$ cat config.mk
export PLATFORM = sky130hd
export DESIGN_NAME = enveloped_sine_tone_mixer_unit_flat
export DESIGN_NICKNAME = d
export VERILOG_FILES = /design/src/rtl/estm_pkg.sv /design/src/rtl/estm_channels_if.sv /design/src/rtl/estm_serial_div.sv /design/src/rtl/enveloped_sine_tone_mixer_unit.sv /design/src/flat_wrapper.sv
export VERILOG_INCLUDE_DIRS = /design/src /design/src/rtl
export SDC_FILE = /design/constraint.sdc
export NUM_CORES = 1
export LEC_CHECK = 0
export BUFFER_PORTS_ARGS = -buffer_cell sky130_fd_sc_hd__buf_2
export CAP_MARGIN = 10
export CORE_UTILIZATION = 47
export CTS_CLUSTER_DIAMETER = 40
export DETAILED_ROUTE_END_ITERATION = 10
export GPL_TIMING_DRIVEN = 0
export MAX_ROUTING_LAYER = met4
export SETUP_SLACK_MARGIN = 0.02
export SLEW_MARGIN = 20
export SYNTH_ARGS = -nofsm -noshare
export SYNTH_HDL_FRONTEND = slang
export SYNTH_SLANG_ARGS = --single-unit
$ cat constraint.sdc
create_clock -name clk -period 5.1 [get_ports clk]
set_input_delay 0.255 -clock clk [delete_from_list [all_inputs] [get_ports clk]]
set_output_delay 0.255 -clock clk [all_outputs]
set_load 0.05 [all_outputs]
$ cat src/rtl/enveloped_sine_tone_mixer_unit_defines.svh
// Assertion macros shared by the enveloped sine tone mixer RTL.
// Depends on nothing; included by the files that carry assertions.
`ifndef ENVELOPED_SINE_TONE_MIXER_UNIT_DEFINES_SVH
`define ENVELOPED_SINE_TONE_MIXER_UNIT_DEFINES_SVH

// Clocked assertion that is switched off while reset is high.
`define ESTM_ASSERT(lbl, clk, rst, prop, msg) \
  lbl: assert property (@(posedge clk) disable iff (rst) prop) else $error(msg);

// Clocked assertion that also holds during reset.
`define ESTM_ASSERT_ALWAYS(lbl, clk, prop, msg) \
  lbl: assert property (@(posedge clk) prop) else $error(msg);

`endif

$ cat src/rtl/estm_pkg.sv
// Shared types, constants and the sine table of the enveloped sine tone mixer.
// Depends on nothing; the interfaces, the divider and the mixer import it.
package estm_pkg;

  localparam int DEF_SAMPLE_RATE = 22050;
  localparam int DEF_INDEX_BITS  = 16;

  localparam int TONE_HZ_W   = 14;
  localparam int LEN_W       = 16;
  localparam int VOL_W       = 8;
  localparam int SAMPLE_W    = 8;
  localparam int PHASE_W     = 17;
  localparam int FRAC_BITS   = 12;
  localparam int SINE_ADDR_W = 5;
  localparam int SINE_MAG_W  = 7;
  localparam int CFG_INDEX_W = 2;
  localparam int CFG_DATA_W  = 16;
  localparam int VOL_FULL    = 255;
  localparam int SAMPLE_MAX  = 255;

  typedef enum logic [CFG_INDEX_W-1:0] {
    REG_TONE_HZ,
    REG_TONE_LENGTH,
    REG_START_VOLUME,
    REG_END_VOLUME
  } estm_reg_e;

  typedef enum logic [2:0] {
    ST_IDLE,
    ST_MUL_VOL,
    ST_DIV_VOL,
    ST_MUL_VOICE,
    ST_DIV_VOICE,
    ST_FINISH
  } estm_state_t;

  typedef struct packed {
    logic busy;
    logic done;
  } estm_div_status_t;

  localparam logic signed [7:0] SINE_ROM [32] = '{
       8'sd0,   8'sd25,   8'sd49,   8'sd71,   8'sd90,  8'sd106,  8'sd117,  8'sd125,
     8'sd127,  8'sd125,  8'sd117,  8'sd106,   8'sd90,   8'sd71,   8'sd49,   8'sd25,
       8'sd0,  -8'sd25,  -8'sd49,  -8'sd71,  -8'sd90, -8'sd106, -8'sd117, -8'sd125,
    -8'sd127, -8'sd125, -8'sd117, -8'sd106,  -8'sd90,  -8'sd71,  -8'sd49,  -8'sd25
  };

  function automatic logic signed [7:0] sine_value(input logic [SINE_ADDR_W-1:0] addr);
    return SINE_ROM[addr];
  endfunction

endpackage

$ cat src/rtl/estm_channels_if.sv
// Valid/ready channel interfaces for the input and result items of the mixer.
// Depends on estm_pkg for the sample width.
interface estm_in_if;
  import estm_pkg::*;
  logic                valid;
  logic                ready;
  logic                restart;
  logic [SAMPLE_W-1:0] background_sample;

  modport source (output valid, output restart, output background_sample, input ready);
  modport sink (input valid, input restart, input background_sample, output ready);
endinterface

interface estm_out_if;
  import estm_pkg::*;
  logic                valid;
  logic                ready;
  logic [SAMPLE_W-1:0] mixed_sample;
  logic                tone_active;

  modport source (output valid, output mixed_sample, output tone_active, input ready);
  modport sink (input valid, input mixed_sample, input tone_active, output ready);
endinterface

$ cat src/rtl/estm_serial_div.sv
// Restoring divider that produces one quotient bit per cycle.
// Depends on estm_pkg. The caller guarantees dividend < divisor * 2**QW.
module estm_serial_div #(
  parameter int DW = 24,
  parameter int VW = 16,
  parameter int QW = 8
) (
  input  logic                        clk,
  input  logic                        rst,
  input  logic                        start,
  input  logic [DW-1:0]               dividend,
  input  logic [VW-1:0]               divisor,
  output estm_pkg::estm_div_status_t  status,
  output logic [QW-1:0]               quotient
);
  import estm_pkg::*;

  localparam int CW = (QW > 1) ? $clog2(QW) : 1;

  logic [VW-1:0] rem;
  logic [VW-1:0] dvs;
  logic [QW-1:0] qsh;
  logic [CW-1:0] cnt;
  logic          busy;
  logic          done;
  logic [VW:0]   trial;
  logic [VW:0]   diff;
  logic          ge;

  // The low dividend bits shift out of qsh while quotient bits shift in.
  always_comb begin
    trial = {rem, qsh[QW-1]};
    diff  = trial - {1'b0, dvs};
    ge    = (trial >= {1'b0, dvs});
  end

  always_ff @(posedge clk) begin
    if (rst) begin
      busy <= 1'b0;
      done <= 1'b0;
      cnt  <= '0;
    end else if (start) begin
      busy <= 1'b1;
      done <= 1'b0;
      cnt  <= '0;
    end else if (busy) begin
      cnt <= cnt + CW'(1);
      if (cnt == CW'(QW - 1)) begin
        busy <= 1'b0;
        done <= 1'b1;
      end
    end else begin
      done <= 1'b0;
    end
  end

  always_ff @(posedge clk) begin
    if (start) begin
      rem <= VW'(dividend >> QW);
      qsh <= dividend[QW-1:0];
      dvs <= divisor;
    end else if (busy) begin
      rem <= ge ? diff[VW-1:0] : trial[VW-1:0];
      qsh <= {qsh[QW-2:0], ge};
    end
  end

  assign status.busy = busy;
  assign status.done = done;
  assign quotient    = qsh;

endmodule

$ cat src/rtl/enveloped_sine_tone_mixer_unit.sv
// Enveloped sine tone mixer: adds an enveloped sine voice to 8-bit samples.
// A sample with tone goes from accept through the volume multiply and divide and
// the voice multiply and divide; with the tone off it goes straight to finish.
// One item at a time, on a serial multiplier (one bit per cycle) and the shared divider.
// A tone_hz write recomputes the phase step; input waits meanwhile.
// Synchronous active-high reset clears config registers, step, phase, sample index and output valid.
`include "enveloped_sine_tone_mixer_unit_defines.svh"

module enveloped_sine_tone_mixer_unit #(
  parameter int SAMPLE_RATE = estm_pkg::DEF_SAMPLE_RATE,
  parameter int INDEX_BITS  = estm_pkg::DEF_INDEX_BITS
) (
  input  logic                             clk,
  input  logic                             rst,
  input  logic                             cfg_we,
  input  logic [estm_pkg::CFG_INDEX_W-1:0] cfg_index,
  input  logic [estm_pkg::CFG_DATA_W-1:0]  cfg_data,
  estm_in_if.sink                          background,
  estm_out_if.source                       mixed
);
  import estm_pkg::*;

  // Phase step divider: dividend is tone_hz shifted up by 5 + 12 bits.
  localparam int STEP_DW  = TONE_HZ_W + PHASE_W;
  localparam int STEP_VW  = $clog2(SAMPLE_RATE + 1);
  localparam longint STEP_MAX = ((64'(1) << TONE_HZ_W) - 1) * (64'(1) << PHASE_W)
                                / SAMPLE_RATE;
  localparam int STEP_QW  = $clog2(STEP_MAX + 1);
  // Item divider: volume slope product, then sine times volume.
  localparam int ITEM_DW  = VOL_W + INDEX_BITS;
  localparam int CNT_W    = $clog2(INDEX_BITS);
  localparam int CMP_W    = (INDEX_BITS > LEN_W) ? INDEX_BITS : LEN_W;

  // Configuration registers.
  logic [TONE_HZ_W-1:0] tone_hz;
  logic [LEN_W-1:0]     tone_length;
  logic [VOL_W-1:0]     start_volume;
  logic [VOL_W-1:0]     end_volume;
  logic [PHASE_W-1:0]   step;

  // Oscillator state.
  logic [PHASE_W-1:0]    phase_accum;
  logic [INDEX_BITS-1:0] sample_index;

  estm_state_t state;
  estm_state_t state_next;

  // Working registers of the current item.
  logic [SAMPLE_W-1:0]   bg;
  logic                  vol_neg;
  logic                  voice_neg;
  logic [VOL_W-1:0]      mhi;
  logic [INDEX_BITS-1:0] mlo;
  logic [VOL_W-1:0]      mcand;
  logic [CNT_W-1:0]      cnt;
  logic [SAMPLE_W-1:0]   res_sample;
  logic                  res_active;

  // Output register.
  logic                out_valid;
  logic [SAMPLE_W-1:0] out_sample;
  logic                out_active;

  // Combinational helpers.
  logic                  accept;
  logic                  out_free;
  logic [INDEX_BITS-1:0] idx_eff;
  logic [PHASE_W-1:0]    phase_eff;
  logic                  act;
  logic [VOL_W:0]        msum;
  logic [VOL_W-1:0]      mhi_n;
  logic [INDEX_BITS-1:0] mlo_n;
  logic                  mul_last;
  logic [VOL_W-1:0]      vol;
  logic signed [7:0]     sine_s;
  logic [SINE_MAG_W-1:0] sine_mag;
  logic [SAMPLE_W+1:0]   voice_ext;
  logic [SAMPLE_W+1:0]   sum;
  logic [SAMPLE_W-1:0]   sat_sample;

  // Divider connections.
  logic                   vdiv_start;
  logic [ITEM_DW-1:0]     vdiv_dividend;
  logic [LEN_W-1:0]       vdiv_divisor;
  estm_div_status_t       vdiv_st;
  logic [VOL_W-1:0]       vdiv_q;
  logic                   sdiv_start;
  estm_div_status_t       sdiv_st;
  logic [STEP_QW-1:0]     sdiv_q;

  assign accept   = background.valid && background.ready;
  assign out_free = !out_valid || mixed.ready;

  // A restart clears phase and index before the sample is looked at.
  assign idx_eff   = background.restart ? '0 : sample_index;
  assign phase_eff = background.restart ? '0 : phase_accum;
  assign act       = CMP_W'(idx_eff) < CMP_W'(tone_length);

  // One shift-add step of the serial multiplier: the low product bits move
  // into mlo as the multiplier bits move out of it.
  always_comb begin
    msum  = {1'b0, mhi} + (mlo[0] ? {1'b0, mcand} : '0);
    mhi_n = msum[VOL_W:1];
    mlo_n = {msum[0], mlo[INDEX_BITS-1:1]};
  end

  assign mul_last = (state == ST_MUL_VOL) ? (cnt == CNT_W'(INDEX_BITS - 1))
                                          : (cnt == CNT_W'(SINE_MAG_W - 1));

  // The slope quotient is below 256, and the volume stays within its endpoints.
  assign vol = vol_neg ? (start_volume - vdiv_q) : (start_volume + vdiv_q);

  // Sine lookup at phase bits 16..12, split into sign and magnitude.
  always_comb begin
    sine_s   = sine_value(phase_accum[PHASE_W-1:FRAC_BITS]);
    sine_mag = sine_s[7] ? SINE_MAG_W'(-sine_s) : sine_s[SINE_MAG_W-1:0];
  end

  // Mix in offset form: background plus signed voice, clamped to 0..255.
  always_comb begin
    voice_ext = voice_neg ? -{2'b00, vdiv_q} : {2'b00, vdiv_q};
    sum       = {2'b00, bg} + voice_ext;
    if (sum[SAMPLE_W+1]) begin
      sat_sample = '0;
    end else if (sum[SAMPLE_W]) begin
      sat_sample = SAMPLE_W'(SAMPLE_MAX);
    end else begin
      sat_sample = sum[SAMPLE_W-1:0];
    end
  end

  // Next state.
  always_comb begin
    state_next = state;
    case (state)
      ST_IDLE: begin
        if (accept) begin
          state_next = act ? ST_MUL_VOL : ST_FINISH;
        end
      end
      ST_MUL_VOL: begin
        if (mul_last) begin
          state_next = ST_DIV_VOL;
        end
      end
      ST_DIV_VOL: begin
        if (vdiv_st.done) begin
          state_next = ST_MUL_VOICE;
        end
      end
      ST_MUL_VOICE: begin
        if (mul_last) begin
          state_next = ST_DIV_VOICE;
        end
      end
      ST_DIV_VOICE: begin
        if (vdiv_st.done) begin
          state_next = ST_FINISH;
        end
      end
      ST_FINISH: begin
        if (out_free) begin
          state_next = ST_IDLE;
        end
      end
      default: begin
        state_next = ST_IDLE;
      end
    endcase
  end

  // Control outputs. The divider starts on the last multiply step and takes
  // the product straight from the step logic.
  always_comb begin
    background.ready = 1'b0;
    vdiv_start       = 1'b0;
    vdiv_dividend    = {mhi_n, mlo_n};
    vdiv_divisor     = tone_length;
    case (state)
      ST_IDLE: begin
        background.ready = !sdiv_st.busy;
      end
      ST_MUL_VOL: begin
        vdiv_start = mul_last;
      end
      ST_MUL_VOICE: begin
        vdiv_start    = mul_last;
        vdiv_dividend = ITEM_DW'({mhi_n, mlo_n[INDEX_BITS-1 -: SINE_MAG_W]});
        vdiv_divisor  = LEN_W'(VOL_FULL);
      end
      default: begin
        vdiv_start = 1'b0;
      end
    endcase
  end

  assign sdiv_start = cfg_we && (cfg_index == REG_TONE_HZ);

  estm_serial_div #(
    .DW (ITEM_DW),
    .VW (LEN_W),
    .QW (VOL_W)
  ) u_item_div (
    .clk      (clk),
    .rst      (rst),
    .start    (vdiv_start),
    .dividend (vdiv_dividend),
    .divisor  (vdiv_divisor),
    .status   (vdiv_st),
    .quotient (vdiv_q)
  );

  // Phase step = tone_hz * 2**17 / SAMPLE_RATE, computed once per tone_hz write.
  estm_serial_div #(
    .DW (STEP_DW),
    .VW (STEP_VW),
    .QW (STEP_QW)
  ) u_step_div (
    .clk      (clk),
    .rst      (rst),
    .start    (sdiv_start),
    .dividend ({cfg_data[TONE_HZ_W-1:0], PHASE_W'(0)}),
    .divisor  (STEP_VW'(SAMPLE_RATE)),
    .status   (sdiv_st),
    .quotient (sdiv_q)
  );

  // Configuration registers and the phase step.
  always_ff @(posedge clk) begin
    if (rst) begin
      tone_hz      <= '0;
      tone_length  <= '0;
      start_volume <= '0;
      end_volume   <= '0;
      step         <= '0;
    end else begin
      if (cfg_we) begin
        case (cfg_index)
          REG_TONE_HZ:      tone_hz      <= cfg_data[TONE_HZ_W-1:0];
          REG_TONE_LENGTH:  tone_length  <= cfg_data[LEN_W-1:0];
          REG_START_VOLUME: start_volume <= cfg_data[VOL_W-1:0];
          REG_END_VOLUME:   end_volume   <= cfg_data[VOL_W-1:0];
          default: begin
          end
        endcase
      end
      if (sdiv_st.done) begin
        step <= PHASE_W'(sdiv_q);
      end
    end
  end

  // Control state: sequencer, oscillator state and the output register.
  always_ff @(posedge clk) begin
    if (rst) begin
      state        <= ST_IDLE;
      phase_accum  <= '0;
      sample_index <= '0;
      out_valid    <= 1'b0;
    end else begin
      state <= state_next;
      if (state == ST_IDLE && accept) begin
        phase_accum  <= phase_eff;
        sample_index <= idx_eff;
      end
      // The oscillator advances only after a sample that carried the tone.
      if (state == ST_DIV_VOICE && vdiv_st.done) begin
        phase_accum <= phase_accum + step;
        if (sample_index != '1) begin
          sample_index <= sample_index + 1'b1;
        end
      end
      if (state == ST_FINISH && out_free) begin
        out_valid <= 1'b1;
      end else if (mixed.ready) begin
        out_valid <= 1'b0;
      end
    end
  end

  // Datapath registers of the item in flight.
  always_ff @(posedge clk) begin
    case (state)
      ST_IDLE: begin
        if (accept) begin
          bg         <= background.background_sample;
          res_sample <= background.background_sample;
          res_active <= 1'b0;
          mhi        <= '0;
          mlo        <= idx_eff;
          vol_neg    <= end_volume < start_volume;
          mcand      <= (end_volume < start_volume) ? (start_volume - end_volume)
                                                    : (end_volume - start_volume);
          cnt        <= '0;
        end
      end
      ST_MUL_VOL, ST_MUL_VOICE: begin
        mhi <= mhi_n;
        mlo <= mlo_n;
        cnt <= cnt + 1'b1;
      end
      ST_DIV_VOL: begin
        if (vdiv_st.done) begin
          mhi       <= '0;
          mlo       <= INDEX_BITS'(sine_mag);
          mcand     <= vol;
          voice_neg <= sine_s[7];
          cnt       <= '0;
        end
      end
      ST_DIV_VOICE: begin
        if (vdiv_st.done) begin
          res_sample <= sat_sample;
          res_active <= 1'b1;
        end
      end
      ST_FINISH: begin
        if (out_free) begin
          out_sample <= res_sample;
          out_active <= res_active;
        end
      end
      default: begin
      end
    endcase
  end

  assign mixed.valid        = out_valid;
  assign mixed.mixed_sample = out_sample;
  assign mixed.tone_active  = out_active;

  // The shared divider is never left running once an item is done.
  `ESTM_ASSERT(a_idle_div_quiet, clk, rst, (state == ST_IDLE) |-> !vdiv_st.busy, "item divider busy while idle")
  // A divider result only ever arrives while the sequencer waits for it.
  `ESTM_ASSERT(a_div_done_expected, clk, rst, vdiv_st.done |-> (state == ST_DIV_VOL || state == ST_DIV_VOICE), "unexpected divider result")
  // The volume multiply hands over to the volume divide and nowhere else.
  `ESTM_ASSERT(a_mul_vol_flow, clk, rst, (state == ST_MUL_VOL) |=> (state == ST_MUL_VOL || state == ST_DIV_VOL), "bad exit from volume multiply")
  // Phase moves only at accept (restart) or at the end of a toned sample.
  `ESTM_ASSERT(a_phase_hold, clk, rst, (state != ST_IDLE && state != ST_DIV_VOICE) |=> $stable(phase_accum), "phase changed mid-item")

endmodule
$ cat src/flat_wrapper.sv
// flat-port wrapper written by rule: the top's interface ports become plain ports
module enveloped_sine_tone_mixer_unit_flat import estm_pkg::*;
#(
  parameter int SAMPLE_RATE = estm_pkg::DEF_SAMPLE_RATE,
  parameter int INDEX_BITS  = estm_pkg::DEF_INDEX_BITS
)
  (clk, rst, cfg_we, cfg_index, cfg_data, background_valid, background_restart, background_background_sample, background_ready, mixed_valid, mixed_mixed_sample, mixed_tone_active, mixed_ready);
  estm_in_if background_i ();
  estm_out_if mixed_i ();
  input  logic clk;
  input  logic rst;
  input  logic cfg_we;
  input  logic [estm_pkg::CFG_INDEX_W-1:0] cfg_index;
  input  logic [estm_pkg::CFG_DATA_W-1:0] cfg_data;
  input wire logic [$bits(background_i.valid)-1:0] background_valid;
  input wire logic [$bits(background_i.restart)-1:0] background_restart;
  input wire logic [$bits(background_i.background_sample)-1:0] background_background_sample;
  output wire logic [$bits(background_i.ready)-1:0] background_ready;
  output wire logic [$bits(mixed_i.valid)-1:0] mixed_valid;
  output wire logic [$bits(mixed_i.mixed_sample)-1:0] mixed_mixed_sample;
  output wire logic [$bits(mixed_i.tone_active)-1:0] mixed_tone_active;
  input wire logic [$bits(mixed_i.ready)-1:0] mixed_ready;
  assign background_i.valid = background_valid;
  assign background_i.restart = background_restart;
  assign background_i.background_sample = background_background_sample;
  assign background_ready = background_i.ready;
  assign mixed_valid = mixed_i.valid;
  assign mixed_mixed_sample = mixed_i.mixed_sample;
  assign mixed_tone_active = mixed_i.tone_active;
  assign mixed_i.ready = mixed_ready;
  enveloped_sine_tone_mixer_unit #(.SAMPLE_RATE(SAMPLE_RATE), .INDEX_BITS(INDEX_BITS)) u_core (.clk(clk), .rst(rst), .cfg_we(cfg_we), .cfg_index(cfg_index), .cfg_data(cfg_data), .background(background_i), .mixed(mixed_i));
endmodule
Yosys cells after proc, flatten, opt, wreduce, memory -nomap -nowiden
Memory sizes are Yosys's and may differ from the RTL's. Index checks and enable logic that the tools add are counted.

Flip-flop bits (word level): 234. ROM bits: 256. Input bits: 32. Memories kept: 1.

Add/subtract/negate cells: 15. Magnitude comparators: 5. Equality and inequality tests: 19. Mux-type cells: 62. Bitwise gates (word level): 3. Reductions and logical operators: 34.

Memory list: (no name shown) (words 32, bits a word 8, read ports 1, clocked after Yosys merged registers in 0, write ports 0, line estm_pkg.sv:50) `return SINE_ROM[addr];`.

Operator list (count): 16-bit 2-to-1 mux (9); 8-bit 2-to-1 mux (15); 17-bit 2-to-1 mux (3); 16-bit case mux with 3 select lines (1); 8-bit case mux with 2 select lines (2); 14-bit 2-to-1 mux (2); 24-bit 2-to-1 mux (1); 8-bit case mux with 3 select lines (1); 8-bit subtractor (3); 3-bit 2-to-1 mux (7); 3-bit case mux with 6 select lines (1); 17-bit adder (1); 17-bit by 16-bit greater-or-equal comparator with 1-bit output (1); 16-bit by 1-bit adder with 16-bit output, second input constant (1); 16-bit by 15-bit greater-or-equal comparator with 1-bit output, second input constant (1); 16-bit < comparator (1); 16-bit != test, second input constant (1); 16-bit subtractor (1); 15-bit 2-to-1 mux (1); 15-bit subtractor, second input constant (1); 2-bit AND reduction (7); 2-bit nonzero test (7); 1-bit 2-to-1 mux (13); 4-bit case mux with 3 select lines (1); other kinds (36) (56).

Depth between registers and ports, before layout
Gate-level depths: netlist of the first run.

Depth in word-level cells: 8. Mapped depth: 14. Depth with buffers taken out: 14.

Modules after synthesis
A second synthesis of the first run with hierarchy kept.

Cells, all modules: 1681. Area total of the unflattened synthesis: 15974.1 um^2.

Modules (own cells, without submodules): enveloped_sine_tone_mixer_unit (instances 1, cells each 1143, area each 9959.6 um^2, seq. area each 3643.5 um^2); estm_serial_div (u_core.u_step_div) (instances 1, cells each 267, area each 3096.7 um^2, seq. area each 1541.5 um^2); estm_serial_div (u_core.u_item_div) (instances 1, cells each 271, area each 2917.8 um^2, seq. area each 1301.2 um^2).

Worst setup path after synthesis of the first run
No wires, ideal clock.

Path type: reg2reg. Start: register u_core.u_step_div.busy. End: register u_core.sample_index[7]. Library setup time: 0.128 ns. Data arrival time: 3.053 ns. Required time: 4.972 ns. Setup slack: 1.920 ns. Cell stages (with the launch flop): 8. Path buffers: 1. Path through: dfxtp_1 -> nor4_1 -> and2_1 -> nand2_1 -> clkbuf_1 -> nand2_1 -> mux2_2 -> nor2_1.

Longest elaborated chain between the ends: 7.

RTL lines: from (decl) (line estm_serial_div.sv:24) `logic busy;`; from (signal assigned) (line estm_serial_div.sv:39) `busy <= 1'b0;`; from (signal assigned) (line estm_serial_div.sv:43) `busy <= 1'b1;`; from (signal assigned) (line estm_serial_div.sv:49) `busy <= 1'b0;`; 1-bit logical NOT (*) (line enveloped_sine_tone_mixer_unit.sv:181) `background.ready = !sdiv_st.busy;`; 1-bit 2-to-1 mux (*) (line enveloped_sine_tone_mixer_unit.sv:179) `case (state)`; net background_ready (line flat_wrapper.sv:18) `output wire logic [$bits(background_i.ready)-1:0] background_ready;`; 1-bit logical AND (*) (line enveloped_sine_tone_mixer_unit.sv:91) `assign accept = background.valid && background.ready;`; 1-bit logical AND (*) (line enveloped_sine_tone_mixer_unit.sv:262) `if (state == ST_IDLE && accept) begin`; 16-bit 2-to-1 mux (*) (line enveloped_sine_tone_mixer_unit.sv:262); 16-bit 2-to-1 mux (line enveloped_sine_tone_mixer_unit.sv:269) `if (sample_index != '1) begin`; 16-bit 2-to-1 mux (*) (line enveloped_sine_tone_mixer_unit.sv:267) `if (state == ST_DIV_VOICE && vdiv_st.done) begin`; to (signal assigned) (line enveloped_sine_tone_mixer_unit.sv:264) `sample_index <= idx_eff;`; to (signal assigned) (line enveloped_sine_tone_mixer_unit.sv:270) `sample_index <= sample_index + 1'b1;`; to (decl) (line enveloped_sine_tone_mixer_unit.sv:43) `logic [INDEX_BITS-1:0] sample_index;`.

The timed path passes the listed nets; every way through them passes the cells marked *. A chain may end at the register's enable or synchronous reset.

Final worst setup path of the first run
Start: register u_core.u_item_div.qsh[0], in the netlist u_core.u_item_div.quotient[0]. End: register u_core.res_sample[4], data pin.

Longest elaborated chain between the ends: 7.

RTL lines: from (decl) (line estm_serial_div.sv:22) `logic [QW-1:0] qsh;`; from (signal assigned) (line estm_serial_div.sv:60) `qsh <= dividend[QW-1:0];`; from (signal assigned) (line estm_serial_div.sv:64) `qsh <= {qsh[QW-2:0], ge};`; 8-bit negation with 10-bit output (line enveloped_sine_tone_mixer_unit.sv:121) `voice_ext = voice_neg ? -{2'b00, vdiv_q} : {2'b00, vdiv_q};`; 10-bit 2-to-1 mux (*) (line enveloped_sine_tone_mixer_unit.sv:121); 8-bit by 10-bit adder with 10-bit output (*) (line enveloped_sine_tone_mixer_unit.sv:122) `sum = {2'b00, bg} + voice_ext;`; 8-bit 2-to-1 mux (line enveloped_sine_tone_mixer_unit.sv:125) `end else if (sum[SAMPLE_W]) begin`; 8-bit 2-to-1 mux (*) (line enveloped_sine_tone_mixer_unit.sv:123) `if (sum[SAMPLE_W+1]) begin`; 8-bit 2-to-1 mux (*) (line enveloped_sine_tone_mixer_unit.sv:312) `if (vdiv_st.done) begin`; 8-bit case mux with 2 select lines (*) (line enveloped_sine_tone_mixer_unit.sv:283) `case (state)`; to (signal assigned) (line enveloped_sine_tone_mixer_unit.sv:287) `res_sample <= background.background_sample;`; to (signal assigned) (line enveloped_sine_tone_mixer_unit.sv:313) `res_sample <= sat_sample;`; to (decl) (line enveloped_sine_tone_mixer_unit.sv:56) `logic [SAMPLE_W-1:0] res_sample;`.

Mark *: on every way between the ends. The rest lies on a longest branch, timed or not. The select of a mux whose other input is x is not followed.

==> impl_metrics.ini, run 1 <==
[sta]
final-hold-violation-count = 0
max_freq_mhz = 285.3
worstMarginPinSlew_ns = 0.9647
slew_headroom = 0.3519
post-route-min-period_ns = 3.505
grt_setup_unrepaired = no
fin_skew_ns = 0.02543
timing_max_transition_violations_final = 0
layout_setup_ws_ns = 1.595
timing.hold.ws_ns = 0.02175
fin_crit_sh = 0.6873
final-setup-viol-count = 0
totalNegativeSetupSlack_ns = 0

[worst_setup_path]
worst-path-max-fanout = 8
worst-r2r-setup-slack_ns = 1.59
cp-start-kind = flip-flop
arrival_ns = 3.87
worstSetupPathType = flip-flop to flip-flop
crit-reg2reg-launch = u_core.u_item_div.quotient[0]$_DFFE_PP_
r2r_cells = 13
reg2reg_to = u_core.res_sample[4]$_DFFE_PP_
endpoint = u_core.res_sample[4]$_DFFE_PP_
worstSetupStartpoint = u_core.u_item_div.quotient[0]$_DFFE_PP_
worst_ep_required_time_ns = 5.46
type_of_destination_of_the_critical_path = flip-flop

[power]
p_leak_nw = 6.760
worst_ir_drop_vdd_v = 0.0002788
total_power_per_unit_cell_area_nw_per_um2 = 399.0

[placed_design]
detailedPlacementHpwl_um = 26530
dpl.cell_count = 1943
post-place-ws_ns = 1.596
gp_congestion = 0.9039
port-buffer-count = 39

[route]
post_drt_via_cell_ratio = 5.492
drt-total-wl_um = 35550
drcViolationCount = 0
routed_wire_length_per_instance_um = 17.49
route.antenna.remaining_nets = 0
first_pass_iters = 5
detailedRoute.firstIterationViolations = 705
routed-via-count = 11159

[global_route]
vias_in_the_first_global_route = 10713
grt_remaining_overflow = 0
initial_antenna_violation_count = 0
grt_max_degree = 26
groute.usage.overall = 0.2405
grt_first_pass_wirelength_um = 56990

[floorplan]
coreArea_um2 = 29560
die_area_um2 = 30690
floorplan.die.width_um = 175.2
top_level_ports = 43
std_cell_rows = 63
die_h_um = 175.2
initial_core_util = 0.4769

[finish]
post_layout_nonfiller_instances = 2032
layout-drive-gt1-share = 0.09501
antennaDiodeCount = 0
finished_core_util = 0.5560
flow.area_growth_from_synthesis_pct = 16.60
finalNetCount = 1751

[clock_network]
path_clk_slew_ns = 0.06
clkLatencyLatePin_ns = 0.52
cts_buffers = 41
cts.path.max_buffers = 3
clock_tree_from_tritoncts = yes
cts_root_buffer = clkbuf_16
tritoncts_num_sinks = 234
cts_htree_levels = 2

[synth]
synth_edf_count = 118
synth_cells = 1513
synth.yosys.warnings = 0
avgSynthCellArea_um2 = 9.317
post_synth_instance_area_um2 = 14100
synth-seq-cells = 234
synth-seq-area-share = 0.4161
synthFlopType = edfxtp_1
synth_cell_type_count = 79
synthesis.nets = 1653
synth-async-reset-ratio = 0

[job]
max_cap_violations = 0

[hold_path]
hold_class = primary input to flip-flop

[status]
status = completed
==> critical path, stage by stage (launching register included) <==
cell and delay, ns:
edfxtp_1 0.54, inv_1 0.13, ha_1 0.34, nand2_1 0.07, o21ai_0 0.13, ha_1 0.32, a21o_1 0.16, a21oi_1 0.22
o21ai_0 0.17, or4_1 0.47, nand3_1 0.17, nor4b_1 0.07, nand3b_1 0.31, o21ai_0 0.25
==> what timing repair did <==
action / CTS / global route
hold buffers: 15 / 0
resized for setup: 0 / 0
hold endpoints to repair: 15 / 0
buffers inserted: 0 / 0
==> metal layers <==
| layer | global-route usage | part of all wire | up-vias |
|---|---|---|---|
| met2 | 0.3851 | 0.46 | 285 |
| met4 | 0.06667 | 0.022 | 0 |
| met5 | - | 0 | - |
| met1 | 0.3183 | 0.47 | 5254 |
| met3 | 0.03264 | 0.045 | 60 |
| li1 | - | - | 5560 |
==> worst min-delay path by stage <==
stage,startpoint,end,slack (ns),cells past startpoint
floorplan,background_background_sample[0],u_core.bg[0]$_DFFE_PP_,0.35,0
global placement,u_core.res_sample[6]$_DFFE_PP_,u_core.mixed.mixed_sample[6]$_DFFE_PP_,0.40,0
detailed placement,u_core.res_sample[1]$_DFFE_PP_,u_core.mixed.mixed_sample[1]$_DFFE_PP_,0.40,0
CTS,cfg_data[12],u_core.tone_length[12]$_SDFFE_PP0P_,0.001,3
global route,cfg_data[7],u_core.tone_length[7]$_SDFFE_PP0P_,0.03,3
finish,cfg_data[12],u_core.tone_length[12]$_SDFFE_PP0P_,0.02,3
==> state kept, by name, summed over array words and instances, names as in the netlist, 3 cells and up <==
name and count:
u_core.bg 8, u_core.cnt 4, u_core.end_volume 8, u_core.mcand 8, u_core.mhi 8, u_core.mixed.mixed_sample 8, u_core.mlo 16, u_core.phase_accum 17
u_core.res_sample 8, u_core.sample_index 16, u_core.start_volume 8, u_core.state 3, u_core.step 17, u_core.tone_length 16, u_core.u_item_div.cnt 3, u_core.u_item_div.dvs 16
u_core.u_item_div.quotient 8, u_core.u_item_div.rem 16, u_core.u_step_div.cnt 5, u_core.u_step_div.quotient 17, u_core.u_step_div.rem 15
==> cell type report <==
type	count	area, um^2
Clock buffer	47	1111
Inverter	87	326.6
Buffer	68	279.0
Fill cell	2675	13120
Multi-Input combinational cell	1124	7641
Timing Repair Buffer	55	372.9
Tap cell	390	488.0
Sequential cell	234	5866
Clock inverter	27	351.6
==> cells by family after synthesis <==
| kind of cell | share of synthesized area |
|---|---|
| multiplexers | 0.06560 |
| buffers and inverters | 0.04287 |
| flip-flops | 0.4161 |
| AND/OR/NAND/NOR | 0.1678 |
| XOR/XNOR | 0.05592 |
| AO/OA/AOI/OAI | 0.1521 |
| adder cells (fa/ha/maj) | 0.09959 |
==> synthesized netlist by cell type, types with 4 or more instances <==
library cell	instances	area share
o211ai_1	6	0.0032
or2_2	7	0.0031
xnor2_1	59	0.037
a21oi_1	122	0.043
o21a_1	5	0.0027
mux2_2	7	0.0056
dfxtp_1	116	0.16
or3_1	6	0.0027
and2_1	16	0.0071
nor3_1	25	0.0089
nor2b_1	38	0.017
nand2b_1	21	0.0093
clkbuf_1	55	0.015
a21boi_0	4	0.0021
xor2_1	31	0.019
and3_1	14	0.0062
ha_1	101	0.090
a21o_1	27	0.014
a22oi_1	9	0.0048
edfxtp_1	118	0.25
a31oi_1	13	0.0058
fa_1	7	0.0099
nand2_1	140	0.037
nand3b_1	6	0.0032
nand4_1	9	0.0040
a211oi_1	11	0.0059
o21ai_1	4	0.0014
o22ai_1	8	0.0036
a22o_1	15	0.0093
mux2i_1	80	0.057
o21ai_0	75	0.027
nor2_1	155	0.041
a41oi_1	4	0.0025
buf_1	7	0.0019
nand3_1	40	0.014
inv_1	87	0.023
==> cells in the final DEF, fill, tap and decap left out, types with 7 or more instances in the layout <==
cell type and n:
nor2_1 154, nand2_1 140, a21oi_1 122, edfxtp_1 118, dfxtp_1 116, ha_1 101
inv_1 87, mux2i_1 80, o21ai_0 75, xnor2_1 59, clkbuf_1 56, clkbuf_16 43
buf_2 42, nand3_1 40, nor2b_1 38, xor2_1 31, a21o_1 27, nor3_1 25
nand2b_1 20, and2_1 16, a22o_1 15, dlygate4sd3_1 15, and3_1 14, a31oi_1 13
a211oi_1 11, a22oi_1 9, nand4_1 9, o22ai_1 8, or2_2 7, mux2_2 7
buf_1 7, fa_1 7
==> through the flow <==
stage	instance area, um^2	total power, W
CTS	16440	0.006600
floorplan	14100	0.003271
global route	16440	0.006825
detailed placement	14820	0.003684
global placement	14780	0.003643
finish	16440	0.006557
==> power breakdown <==
| group | switching (W) | leakage [nW] | internal (W) |
|---|---|---|---|
| Combinational | 0.000788 | 3.98 | 0.000464 |
| Clock | 0.000990 | 0.718 | 0.00189 |
| Sequential | 0.000156 | 2.06 | 0.00227 |
| Total | 0.00193 | 6.76 | 0.00462 |
Power figures use the tool's default switching activity.
==> run 2: changes to the inputs <==
==> constraint.sdc (replaced) <==
create_clock -name clk -period 3.26 [get_ports clk]
set_input_delay 0.163 -clock clk [delete_from_list [all_inputs] [get_ports clk]]
set_output_delay 0.163 -clock clk [all_outputs]
set_load 0.05 [all_outputs]
==> run 2 against run 1 <==
  * Critical path depth is 1 higher
  * Non-clock buffer count is 12 higher
  * First-iteration DRC count is 3.0% lower
  * Clock power is 57% higher
  * Maximum frequency is 15% higher
  * Critical path type unchanged
  * Largest power group unchanged
==> impl_metrics.ini, run 2 (synthesis results as in run 1) <==
[clock_network]
cts_htree_levels = 2
path_clk_slew_ns = 0.05
cts_buffers = 41
cts_root_buffer = clkbuf_16
tritoncts_num_sinks = 234
cts.path.max_buffers = 3
clkLatencyLatePin_ns = 0.52
clock_tree_from_tritoncts = yes

[global_route]
initial_antenna_violation_count = 0
groute.usage.overall = 0.2423
grt_remaining_overflow = 0
vias_in_the_first_global_route = 10795
grt_max_degree = 26
grt_first_pass_wirelength_um = 57410

[power]
post-layout-total-power_w = 0.01030
p_leak_nw = 6.809
total_power_per_unit_cell_area_nw_per_um2 = 620.6
worst_ir_drop_vdd_v = 0.0004362

[floorplan]
die_area_um2 = 30690
floorplan.die.width_um = 175.2
top_level_ports = 43
die_h_um = 175.2
std_cell_rows = 63
initial_core_util = 0.4769
coreArea_um2 = 29560

[worst_setup_path]
arrival_ns = 3.42
r2r_cells = 14
worst-r2r-setup-slack_ns = 0.20
worstSetupPathType = flip-flop to flip-flop
cp-start-kind = flip-flop
worst_ep_required_time_ns = 3.62
type_of_destination_of_the_critical_path = flip-flop
worst-path-max-fanout = 8

[sta]
final-hold-violation-count = 0
post-route-min-period_ns = 3.057
timing_max_transition_violations_final = 0
fin_crit_sh = 0.9376
worstMarginPinSlew_ns = 0.9663
grt_setup_unrepaired = no
final-setup-viol-count = 0
fin_skew_ns = 0.02717
slew_headroom = 0.3534
timing.hold.ws_ns = 0.05134
max_freq_mhz = 327.1

[route]
routed_wire_length_per_instance_um = 17.54
drt-total-wl_um = 35860
drcViolationCount = 0
detailedRoute.firstIterationViolations = 684
post_drt_via_cell_ratio = 5.481
routed-via-count = 11203
first_pass_iters = 7
route.antenna.remaining_nets = 0

[placed_design]
detailedPlacementHpwl_um = 26530
port-buffer-count = 39
gp_congestion = 0.9039

[finish]
layout-drive-gt1-share = 0.1010
antennaDiodeCount = 0
finalNetCount = 1763
flow.area_growth_from_synthesis_pct = 17.72
layout_commonest_cell = nor2_1
final_cell_mix = nor2_1 (154), nand2_1 (140), a21oi_1 (120)
fillerInstances = 2664
finished_core_util = 0.5614

[hold_path]
holdPathStages = 4
hold_class = primary input to flip-flop

[status]
status = completed

[job]
max_cap_violations = 0
## run 2: critical path, stage by stage (launching register included)
cell and delay (ns):
edfxtp_1 0.47, inv_2 0.12, ha_1 0.25, nand2_1 0.07, o21ai_0 0.13, ha_1 0.32, a21o_1 0.17, a21oi_2 0.18
o21ai_1 0.12, or4_4 0.44, nand3_2 0.11, nor4b_1 0.05, nand3b_1 0.15, buf_4 0.17, o21ai_0 0.17
## run 2: through the flow
stage	setup TNS [ns]	instances	instance area, um^2	setup slack [ns]
finish	0	2044	16590	0.2033
global route	0	2044	16590	0.04087
CTS	0	2043	16550	0.06332
detailed placement	-1.764	1943	14820	-0.2444
global placement	-1.241	1942	14780	-0.1952
floorplan	0	1513	14100	0.07984
## run 2: where the power goes
part | internal [W] | switching, W
Sequential | 0.00355 | 0.000241
Combinational | 0.000746 | 0.00125
Clock | 0.00296 | 0.00155
Total | 0.00726 | 0.00304
## run 2: layout make-up
cell class | count | area, um^2 | area share
multi-input cells | 1124 | 7686 | 0.4632
inverters | 87 | 326.6 | 0.01968
clock inverters | 27 | 351.6 | 0.02119
well taps | 390 | 488.0 | 0.02941
flip-flops and latches | 234 | 5866 | 0.3535
repair buffers | 67 | 485.5 | 0.02926
plain buffers | 68 | 279.0 | 0.01681
clock buffers | 47 | 1111 | 0.06696
## run 2: routing by layer
layer  wire length (um)  vias up  global-route usage
met5                  0        -                   -
met1              16800     5292              0.3196
met2              16490      260              0.3886
met3               1684       64             0.03329
li1                   -     5587                   -
met4                885        0             0.06739
## run 2: timing repair
action / in CTS / in global routing
hold buffers: 24 / 0
resized for setup: 2 / 9
pin swaps: 0 / 3
hold endpoints to repair: 51 / 0
setup endpoints to repair: 8 / 9
setup buffers: 2 / 1
## run 2: final timing paths
| kind | endpoint | startpoint |
|---|---|---|
| min | u_core.mixed.valid$_SDFFE_PP0P_ | mixed_ready |
| max | u_core.res_sample[4]$_DFFE_PP_ | u_core.u_item_div.quotient[1]$_DFFE_PP_ |
| min reg2reg | u_core.mixed.mixed_sample[2]$_DFFE_PP_ | u_core.res_sample[2]$_DFFE_PP_ |
| max reg2reg | u_core.res_sample[4]$_DFFE_PP_ | u_core.u_item_div.quotient[1]$_DFFE_PP_ |
